[config.mk]
export PLATFORM = sky130hd
export DESIGN_NAME = gyro_fifo_batch_averager
export DESIGN_NICKNAME = d
export VERILOG_FILES = /design/src/sv/gfba_pkg.sv /design/src/sv/gyro_fifo_batch_averager.sv
export SDC_FILE = /design/constraint.sdc
export NUM_CORES = 2
export LEC_CHECK = 0
export BUFFER_PORTS_ARGS = -buffer_cell sky130_fd_sc_hd__buf_2
export CORE_UTILIZATION = 62
export DETAILED_ROUTE_END_ITERATION = 12
export GPL_TIMING_DRIVEN = 0
export PLACE_DENSITY = 0.87
export SLEW_MARGIN = 20
export SYNTH_ARGS = -nofsm -noshare
export SYNTH_HDL_FRONTEND = slang
export SYNTH_SLANG_ARGS = --single-unit
[constraint.sdc]
create_clock -name clk -period 10.6 [get_ports clk]
set_input_delay 0.53 -clock clk [delete_from_list [all_inputs] [get_ports clk]]
set_output_delay 0.53 -clock clk [all_outputs]
set_load 0.03 [all_outputs]
[src/sv/gfba_pkg.sv]
// shared constants and types for the gyro fifo batch averager
package gfba_pkg;

    localparam int SAMPLE_W       = 16;
    localparam int GAIN_W         = 16;
    localparam int AVG_W          = 32;
    localparam int KEPT_W         = 6;
    localparam int MAX_BATCH_DEF  = 32;

    localparam int IN_DATA_W      = 48;
    localparam int OUT_DATA_W     = 104;
    localparam int APB_ADDR_W     = 3;
    localparam int APB_DATA_W     = 32;

    localparam logic [GAIN_W-1:0]          GAIN_RESET = 16'd573;
    localparam logic signed [SAMPLE_W-1:0] SENT_NEG   = 16'sh8001;
    localparam logic signed [SAMPLE_W-1:0] SENT_POS   = 16'sh7fff;

    // register word index
    localparam logic REG_RATE_GAIN = 1'b0;

    typedef enum logic [3:0] {
        ST_IDLE = 4'b0001,
        ST_MUL  = 4'b0010,
        ST_DIV  = 4'b0100,
        ST_FIN  = 4'b1000
    } gfba_state_t;

endpackage

[src/sv/gyro_fifo_batch_averager.sv]
// top level of the gyro fifo batch averager
//
// Three-axis gyro samples come in one transfer each; tuser marks the first
// sample of a fifo drain and tlast the last. Kept samples are summed per axis
// in the cycle they are taken, so a sample that does not close a batch leaves
// the block ready for the next one. A closing sample starts the averaging
// sequence: for each axis the shared multiplier (|sum| times rate_gain) and
// then a shared restoring divider, one quotient bit per cycle, then a finish
// state that moves the result into the output register when that register is
// free. A batch with no kept sample skips the multiplier and divider and goes
// straight to the finish state.
// s_axis_tready stays low while a batch is being averaged, and also while a
// finished result cannot yet move into an occupied output register.
// rate_gain is written through the apb port and should only change while the
// block is idle.
module gyro_fifo_batch_averager #(
    parameter int MAX_BATCH = gfba_pkg::MAX_BATCH_DEF
) (
    input  logic                               clk,
    input  logic                               rst_n,
    // sample stream
    input  logic                               s_axis_tvalid,
    output logic                               s_axis_tready,
    input  logic [gfba_pkg::IN_DATA_W-1:0]     s_axis_tdata,  // x_rate, y_rate, z_rate
    input  logic                               s_axis_tuser,  // first_of_batch
    input  logic                               s_axis_tlast,  // last_of_batch
    // result stream
    output logic                               m_axis_tvalid,
    input  logic                               m_axis_tready,
    output logic [gfba_pkg::OUT_DATA_W-1:0]    m_axis_tdata,  // avg_x, avg_y, avg_z,
                                                              // kept_samples, zero pad
    output logic                               m_axis_tuser,  // batch_valid
    // configuration
    input  logic                               psel,
    input  logic                               penable,
    input  logic                               pwrite,
    input  logic [gfba_pkg::APB_ADDR_W-1:0]    paddr,
    input  logic [gfba_pkg::APB_DATA_W-1:0]    pwdata,
    output logic [gfba_pkg::APB_DATA_W-1:0]    prdata,
    output logic                               pready
);
    import gfba_pkg::*;

    // sum width covers MAX_BATCH full-scale samples
    localparam int LB     = $clog2(MAX_BATCH);
    localparam int SUM_W  = SAMPLE_W + LB;
    localparam int CNT_W  = $clog2(MAX_BATCH + 1);
    localparam int PROD_W = SUM_W + GAIN_W;
    localparam int STEP_W = $clog2(PROD_W + 1);
    localparam int PAD_W  = OUT_DATA_W - 3 * AVG_W - KEPT_W;

    typedef logic signed [SUM_W-1:0]    sum_t;
    typedef logic signed [SAMPLE_W-1:0] samp_t;
    typedef logic signed [AVG_W-1:0]    avg_t;

    gfba_state_t state_reg, state_next;

    // batch state
    sum_t              sum_reg  [3];
    sum_t              sum_next [3];
    logic [CNT_W-1:0]  kept_reg, kept_next;
    samp_t             prev_reg [3];
    samp_t             prev_next[3];
    logic [GAIN_W-1:0] gain_reg, gain_next;

    // averaging sequence
    logic [1:0]        axis_reg, axis_next;
    logic [STEP_W-1:0] step_reg, step_next;
    logic [PROD_W-1:0] quo_reg, quo_next;
    logic [CNT_W-1:0]  rem_reg, rem_next;
    logic              neg_reg, neg_next;
    avg_t              avg_reg [3];
    avg_t              avg_next[3];

    // output register
    logic              m_valid_reg, m_valid_next;
    avg_t              out_avg_reg [3];
    avg_t              out_avg_next[3];
    logic [KEPT_W-1:0] out_kept_reg, out_kept_next;
    logic              out_bv_reg, out_bv_next;

    samp_t             smp[3];
    logic              in_xfer;
    logic              cfg_wr;
    logic              dup;
    logic              keep;
    sum_t              base_sum[3];
    logic [CNT_W-1:0]  base_kept;
    sum_t              cur_sum;
    logic              cur_neg;
    logic [SUM_W-1:0]  cur_mag;
    logic [PROD_W-1:0] prod;
    logic [CNT_W:0]    rem_sh;
    logic              div_ge;
    logic [AVG_W-1:0]  quo_lo;

    assign smp[0] = s_axis_tdata[15:0];
    assign smp[1] = s_axis_tdata[31:16];
    assign smp[2] = s_axis_tdata[47:32];

    assign s_axis_tready = (state_reg == ST_IDLE);
    assign in_xfer       = s_axis_tvalid && s_axis_tready;
    assign cfg_wr        = psel && penable && pwrite && pready;

    assign pready = 1'b1;
    assign prdata = (paddr[2] == REG_RATE_GAIN) ? APB_DATA_W'(gain_reg) : '0;

    assign m_axis_tvalid = m_valid_reg;
    assign m_axis_tuser  = out_bv_reg;
    assign m_axis_tdata  = {{PAD_W{1'b0}}, out_kept_reg,
                            out_avg_reg[2], out_avg_reg[1], out_avg_reg[0]};

    // first mark restarts the batch and runs the duplicate check
    assign dup = (smp[0] == prev_reg[0]) && (smp[1] == prev_reg[1])
              && (smp[2] == prev_reg[2]);
    assign base_kept = s_axis_tuser ? '0 : kept_reg;
    assign keep = !(s_axis_tuser && dup) && (base_kept < CNT_W'(MAX_BATCH));

    always_comb
    begin
        for (int i = 0; i < 3; i++)
        begin
            base_sum[i] = s_axis_tuser ? '0 : sum_reg[i];
        end
    end

    // shared multiplier: magnitude of the selected axis sum times gain
    always_comb
    begin
        case (axis_reg)
            2'd0:    cur_sum = sum_reg[0];
            2'd1:    cur_sum = sum_reg[1];
            default: cur_sum = sum_reg[2];
        endcase
    end
    assign cur_neg = cur_sum[SUM_W-1];
    assign cur_mag = cur_neg ? SUM_W'(-cur_sum) : SUM_W'(cur_sum);
    assign prod    = PROD_W'(cur_mag) * PROD_W'(gain_reg);

    // shared divider: one restoring step per cycle
    assign rem_sh = {rem_reg, quo_reg[PROD_W-1]};
    assign div_ge = rem_sh >= {1'b0, kept_reg};
    assign quo_lo = quo_next[AVG_W-1:0];

    always_comb
    begin
        state_next    = state_reg;
        kept_next     = kept_reg;
        gain_next     = gain_reg;
        axis_next     = axis_reg;
        step_next     = step_reg;
        quo_next      = quo_reg;
        rem_next      = rem_reg;
        neg_next      = neg_reg;
        m_valid_next  = m_valid_reg;
        out_kept_next = out_kept_reg;
        out_bv_next   = out_bv_reg;
        for (int i = 0; i < 3; i++)
        begin
            sum_next[i]     = sum_reg[i];
            prev_next[i]    = prev_reg[i];
            avg_next[i]     = avg_reg[i];
            out_avg_next[i] = out_avg_reg[i];
        end

        if (cfg_wr && paddr[2] == REG_RATE_GAIN)
        begin
            gain_next = pwdata[GAIN_W-1:0];
        end

        if (m_valid_reg && m_axis_tready)
        begin
            m_valid_next = 1'b0;
        end

        case (state_reg)
            ST_IDLE:
            begin
                if (in_xfer)
                begin
                    for (int i = 0; i < 3; i++)
                    begin
                        sum_next[i] = keep ? sum_t'(base_sum[i] + sum_t'(smp[i]))
                                           : base_sum[i];
                    end
                    kept_next = keep ? CNT_W'(base_kept + 1'b1) : base_kept;
                    if (s_axis_tlast)
                    begin
                        axis_next = 2'd0;
                        if (kept_next == '0)
                        begin
                            // empty batch: zero result, sentinel for the next check
                            prev_next[0] = SENT_NEG;
                            prev_next[1] = SENT_POS;
                            prev_next[2] = SENT_NEG;
                            for (int i = 0; i < 3; i++)
                            begin
                                avg_next[i] = '0;
                            end
                            state_next = ST_FIN;
                        end
                        else
                        begin
                            for (int i = 0; i < 3; i++)
                            begin
                                prev_next[i] = smp[i];
                            end
                            state_next = ST_MUL;
                        end
                    end
                end
            end
            ST_MUL:
            begin
                quo_next   = prod;
                neg_next   = cur_neg;
                rem_next   = '0;
                step_next  = STEP_W'(PROD_W);
                state_next = ST_DIV;
            end
            ST_DIV:
            begin
                quo_next  = {quo_reg[PROD_W-2:0], div_ge};
                rem_next  = div_ge ? CNT_W'(rem_sh - {1'b0, kept_reg}) : CNT_W'(rem_sh);
                step_next = step_reg - 1'b1;
                if (step_reg == STEP_W'(1))
                begin
                    avg_next[axis_reg] = neg_reg ? avg_t'(-quo_lo) : avg_t'(quo_lo);
                    if (axis_reg == 2'd2)
                    begin
                        state_next = ST_FIN;
                    end
                    else
                    begin
                        axis_next  = axis_reg + 2'd1;
                        state_next = ST_MUL;
                    end
                end
            end
            ST_FIN:
            begin
                // wait for the output register to free up
                if (!m_valid_reg || m_axis_tready)
                begin
                    for (int i = 0; i < 3; i++)
                    begin
                        out_avg_next[i] = avg_reg[i];
                        sum_next[i]     = '0;
                    end
                    out_kept_next = KEPT_W'(kept_reg);
                    out_bv_next   = (kept_reg != '0);
                    m_valid_next  = 1'b1;
                    kept_next     = '0;
                    state_next    = ST_IDLE;
                end
            end
            default:
            begin
                state_next = ST_IDLE;
            end
        endcase
    end

    // control state and batch state
    always_ff @(posedge clk or negedge rst_n)
    begin
        if (!rst_n)
        begin
            state_reg   <= ST_IDLE;
            kept_reg    <= '0;
            gain_reg    <= GAIN_RESET;
            m_valid_reg <= 1'b0;
            axis_reg    <= 2'd0;
            step_reg    <= '0;
            for (int i = 0; i < 3; i++)
            begin
                sum_reg[i]  <= '0;
                prev_reg[i] <= '0;
            end
        end
        else
        begin
            state_reg   <= state_next;
            kept_reg    <= kept_next;
            gain_reg    <= gain_next;
            m_valid_reg <= m_valid_next;
            axis_reg    <= axis_next;
            step_reg    <= step_next;
            for (int i = 0; i < 3; i++)
            begin
                sum_reg[i]  <= sum_next[i];
                prev_reg[i] <= prev_next[i];
            end
        end
    end

    // datapath registers
    always_ff @(posedge clk)
    begin
        quo_reg      <= quo_next;
        rem_reg      <= rem_next;
        neg_reg      <= neg_next;
        out_kept_reg <= out_kept_next;
        out_bv_reg   <= out_bv_next;
        for (int i = 0; i < 3; i++)
        begin
            avg_reg[i]     <= avg_next[i];
            out_avg_reg[i] <= out_avg_next[i];
        end
    end

    // kept count never passes the batch limit
    a_kept_limit: assert property (@(posedge clk) disable iff (!rst_n)
        kept_reg <= CNT_W'(MAX_BATCH))
        else $error("kept count above batch limit");

    // the divider never runs with a zero divisor
    a_div_nonzero: assert property (@(posedge clk) disable iff (!rst_n)
        (state_reg == ST_MUL || state_reg == ST_DIV) |-> kept_reg != '0)
        else $error("averaging with no kept samples");

    // an invalid batch carries a zero count and zero averages
    a_invalid_zero: assert property (@(posedge clk) disable iff (!rst_n)
        (m_axis_tvalid && !m_axis_tuser) |-> (m_axis_tdata == '0))
        else $error("invalid batch with nonzero payload");

    // a result appears only when the sequence finishes
    a_result_src: assert property (@(posedge clk) disable iff (!rst_n)
        $rose(m_axis_tvalid) |-> $past(state_reg) == ST_FIN)
        else $error("result raised outside finish");

endmodule

# After elaboration in Yosys (flattened, before gate mapping)
# Memories as Yosys holds them, arrays and structs flattened.
# Index checks and enable logic that the tools add are counted.
# word_totals
ff_bits	197
mem_bits_rw	192
input_bits	92
output_inout_bits	140
word_cells	123
mem_count	2
# memory_table
memory	depth	width	rd	rd_ports_with_merged_regs	write_ports	line_no	source
avg_reg	3	32	3	0	3	gyro_fifo_batch_averager.sv:72	avg_t avg_reg [3];
out_avg_reg	3	32	3	0	3	gyro_fifo_batch_averager.sv:77	avg_t out_avg_reg [3];
# classes
add_sub_neg	9
mul	1
order_cmp	4
eq_ne	15
muxes	48
n_bitwise	2
n_reduce_logical	24
# op_table
operator	count
2-to-1 mux 96 bit	6
case mux 96 bit (2 select lines)	1
2-to-1 mux 21 bit	7
2-to-1 mux 63 bit	2
case mux 63 bit (2 select lines)	1
bitwise mux 96 bit	1
case mux 37 bit (2 select lines)	1
demux 32 bit (select 2 bit)	1
2-to-1 mux 32 bit	2
adder 21 x 16 -> 21 bit	3
equality test 16 bit	3
2-to-1 mux 48 bit	1
case mux 21 bit (2 select lines)	1
multiplier 21 x 16 -> 37 bit	1
case mux 6 bit (2 select lines)	3
negation 32 bit	1
2-to-1 mux 6 bit	5
2-to-1 mux 4 bit	6
negation 21 bit	1
2-to-1 mux 16 bit	1
case mux 4 bit (4 select lines)	1
logical AND 1 bit	10
2-to-1 mux 2 bit	4
>= comparator 7 x 6 -> 1 bit	1
30 further kinds	39

# Longest topological paths before layout
# depth
word_depth	12
ltp_mapped	38
ltp_nobuf	35

# Least setup slack after synthesis
# OpenSTA, ideal clock, no wires.
# synth_timing
path_type	reg-to-reg
from	register axis_reg[0]
to	memory avg_reg[0][31] (netlist bit) (data pin)
setup_time_ns	0.274
arrival_time_ns	9.331
required_time_ns	10.326
setup_slack_ns	0.995
stages_incl_launch_ff	39
n_path_buf	5
period_less_slack_ns	9.605
cell_sequence	dfrtp_1 inv_1 ha_1 clkbuf_1 clkbuf_1 a22o_1 a21oi_1 ha_1 and3_1 nand2_1 nor2_1 nand2_1 o21ai_0 xor2_1 clkbuf_1 nand2_1 fa_1 fa_1 [3 not listed] fa_1 inv_1 fa_1 inv_1 ha_1 clkbuf_1 nand2_1 o21a_1 and3_1 o211a_1 a211o_1 nor4_1 nand4b_1 or4_1 clkbuf_1 o41ai_2 xor2_1 a211oi_1
# synth_rtl
element	line_no	source
start: declaration	gyro_fifo_batch_averager.sv:67	logic [1:0] axis_reg, axis_next;
start signal: assignment	gyro_fifo_batch_averager.sv:287	axis_reg <= axis_next;
end: declaration	gyro_fifo_batch_averager.sv:72	

==> results.md <==
- Outcome: finished clean
- Share of the yosys chip area belonging to registers: 33.4%
- Global-route usage over all layers: 35.3%
- Synth cell types: 89
- #FFs+latches synth: 389
- Hold Path Class: in2reg
- HPWL after DPL: 69500 microns
- Worst EP required: 10.90 ns
- Drt drc: 0
- CTS H-Tree Depth: 2
- Rel. slew slack: 27.6%
- Routed wire length: 92600 microns
- 1st-iter DRT viols: 3046
- Initial core utilization: 63.2%
- Die Y: 229 microns
- Die Area: 52300 sq um
- Post-layout nets: 4128
- FF-to-FF Start: axis_reg[0]$_DFFE_PN0P_
- Area delta synth->final: 12.7%
- TritonCTS buffer count: 41
- Worst Setup SP: axis_reg[0]$_DFFE_PN0P_
- HP Start: pwdata[13]
- Placer Congestion: 1.04
- CP Buf/Inv Count: 7
- Worst Slack Setup Final: 0.177 ns
- Async set-reset flop share out of synthesis: 37.5%
- WP data arrival: 10.72 ns
- Fin. max-slew vios: 0
- Worst-Margin Slew: 1.08 ns
- Setup TNS: 0 ns
- Count of input and output buffers: 194
- Core area: 50400 sq um
- Type of origin of the critical path: flip-flop
- Maximum fanout along the worst path: 10
- 1st-pass router iterations: 9
- Largest net degree at the start of global routing: 79
- DP Worst Slack: -1.33 ns
- CTS root buffer: clkbuf_16
- First-pass GRT wire length: 144000 microns
- CP Capture Type: flip-flop
- Final setup viols: 0
- Post-synth EDFFs: 211
- FMAX: 0.0959 GHz
- Final ANT Viol Nets: 0
- Top post-synthesis cells by area: edfxtp_1 20%, fa_1 17%, dfrtp_1 11%
- Yosys warnings: 0
- Chip width: 229 microns
- Clock skew: 0.0258 ns
- Worst Setup Path Type: reg2reg
- Boundary Pins: 232
- Vias after detailed routing: 26453
- Num rows: 82
- Clock transition at path regs: 0.08 ns
- Most used cell, CP: fa_1
- Avg WL per Cell: 21.6 microns
- Synth Flop Type: edfxtp_1
- Fin. Hold Viols: 0
- Via density: 6.16
- Number of fill cells: 3613
- Share of the synthesized area in the top cell type: 19.9%
- Most area-hungry cell type in the Yosys netlist: edfxtp_1
- Mean Syn Cell Area: 9.61 sq um
- CP max stage cell: fa_1
- Max cap viols: 0
- Clock Latency Late Sink: 0.58 ns
- Vias in the first global route: 26194
- Family with the most delay on the worst path: adder cells
- CTS tree: yes
- Slowest Stage Delay on Critical Path: 0.58 ns
- Overflow after GRT: 0
- Min Clock Period, post-route: 10.42 ns
- Syn Inst Count: 3315
- Initial antenna violation count: 1
- Post-Syn Area: 31900 sq um
- Period utilisation layout: 98.3%
- RSZ-0062 raised after global routing: yes
- Final core utilization: 71.3%
- Clk sinks: 389
- Clock buffer depth: 3
- Layout cell share with drive strength beyond 1: 12.8%
==> cell families (layout without fill, tap and decap cells) <==
logic type      after synthesis  in the layout  synth area share [%]
simple gates               1110           1110                  17.2
compound gates              579            579                  11.8
buf+inv                     549            834                  6.71
fa+ha+maj                   451            451                  24.0
flops                       389            389                  33.4
xor+xnor                    157            157                  4.32
mux                          78             78                  2.52
other cells                   2             21                0.0236
==> path summary, 6_finish.rpt <==
path / slack [ns] / cells after the start / to
worst max-delay path: 0.18 / 34 / avg_reg[0][95]$_SDFFCE_PN0P_
min in group asynchronous: 0.51 / 2 / prev_reg[26]$_DFFE_PN0P_
worst min register to register: 0.45 / 0 / out_avg_reg[0][60]$_DFFE_PP_
max in group asynchronous: 9.28 / 3 / gain_reg[2]$_DFFE_PN1P_
worst max register to register: 0.18 / 34 / avg_reg[0][95]$_SDFFCE_PN0P_
worst min-delay path: 0.17 / 2 / gain_reg[13]$_DFFE_PN0P_
==> cells in the final DEF, fill, tap and decap left out, types with 97 or more instances in the layout <==
| cell | count |
|---|---|
| buf_2 | 203 |
| and2_1 | 149 |
| nor2b_1 | 97 |
| clkbuf_1 | 128 |
| dfrtp_1 | 138 |
| inv_1 | 356 |
| fa_1 | 268 |
| nor2_1 | 185 |
| o21ai_0 | 132 |
| a21oi_1 | 134 |
| edfxtp_1 | 211 |
| ha_1 | 179 |
| nand2_1 | 397 |
==> routing by layer <==
metal	vias up	GRT usage, %	part of all wire, %
li1	11668	-	-
met1	12899	47.8	39
met2	1545	55.4	46
met3	341	6.03	9.7
met4	0	17.1	5.4
met5	-	0	0
==> area by class of cell <==
class | instances | area [sq um] | area share (%)
clock inverters | 23 | 183 | 0.509
clock buffers | 52 | 1150 | 3.20
multi-input cells | 2394 | 19600 | 54.6
well taps | 672 | 841 | 2.34
inverters | 360 | 1360 | 3.78
plain buffers | 180 | 825 | 2.30
diodes | 2 | 5.00 | 0.0139
repair buffers | 219 | 1290 | 3.60
flip-flops and latches | 389 | 10600 | 29.6
==> synth_stat cells, drive strengths merged (19+ instances only) <==
| cell type | instances |
|---|---|
| nand2 | 399 |
| inv | 358 |
| fa | 268 |
| edfxtp | 211 |
| nor2 | 187 |
| ha | 183 |
| clkbuf | 156 |
| a21oi | 152 |
| and2 | 150 |
| o21ai | 143 |
| dfrtp | 139 |
| nor2b | 98 |
| xnor2 | 93 |
| nand3 | 70 |
| xor2 | 64 |
| mux2i | 60 |
| a22o | 38 |
| a31oi | 36 |
| a21o | 35 |
| buf | 33 |
| dfxtp | 32 |
| nor3 | 31 |
| a211oi | 28 |
| nand4 | 27 |
| nand2b | 25 |
| or3 | 21 |
| and3 | 19 |
==> what timing repair did <==
item	4_1_cts	5_1_grt
hold buffers	1	0
endpoints found under the setup margin	55	42
pin swaps	8	9
resized for setup	73	62
setup buffers	6	11
endpoints found under the hold margin	76	0
==> per-stage QoR <==
step | instance area, sq um | hold slack, ns | cells
floorplan | 31900 | 0.234 | 3332
global placement | 33700 | 0.429 | 4198
detailed placement | 33900 | 0.434 | 4205
CTS | 35600 | 0.166 | 4283
global route | 35900 | 0.176 | 4289
finish | 35900 | 0.175 | 4291
Power is left out: the tool's default activity adds up to more than one toggle a clock period on the data nets, which glitch-free logic cannot reach.
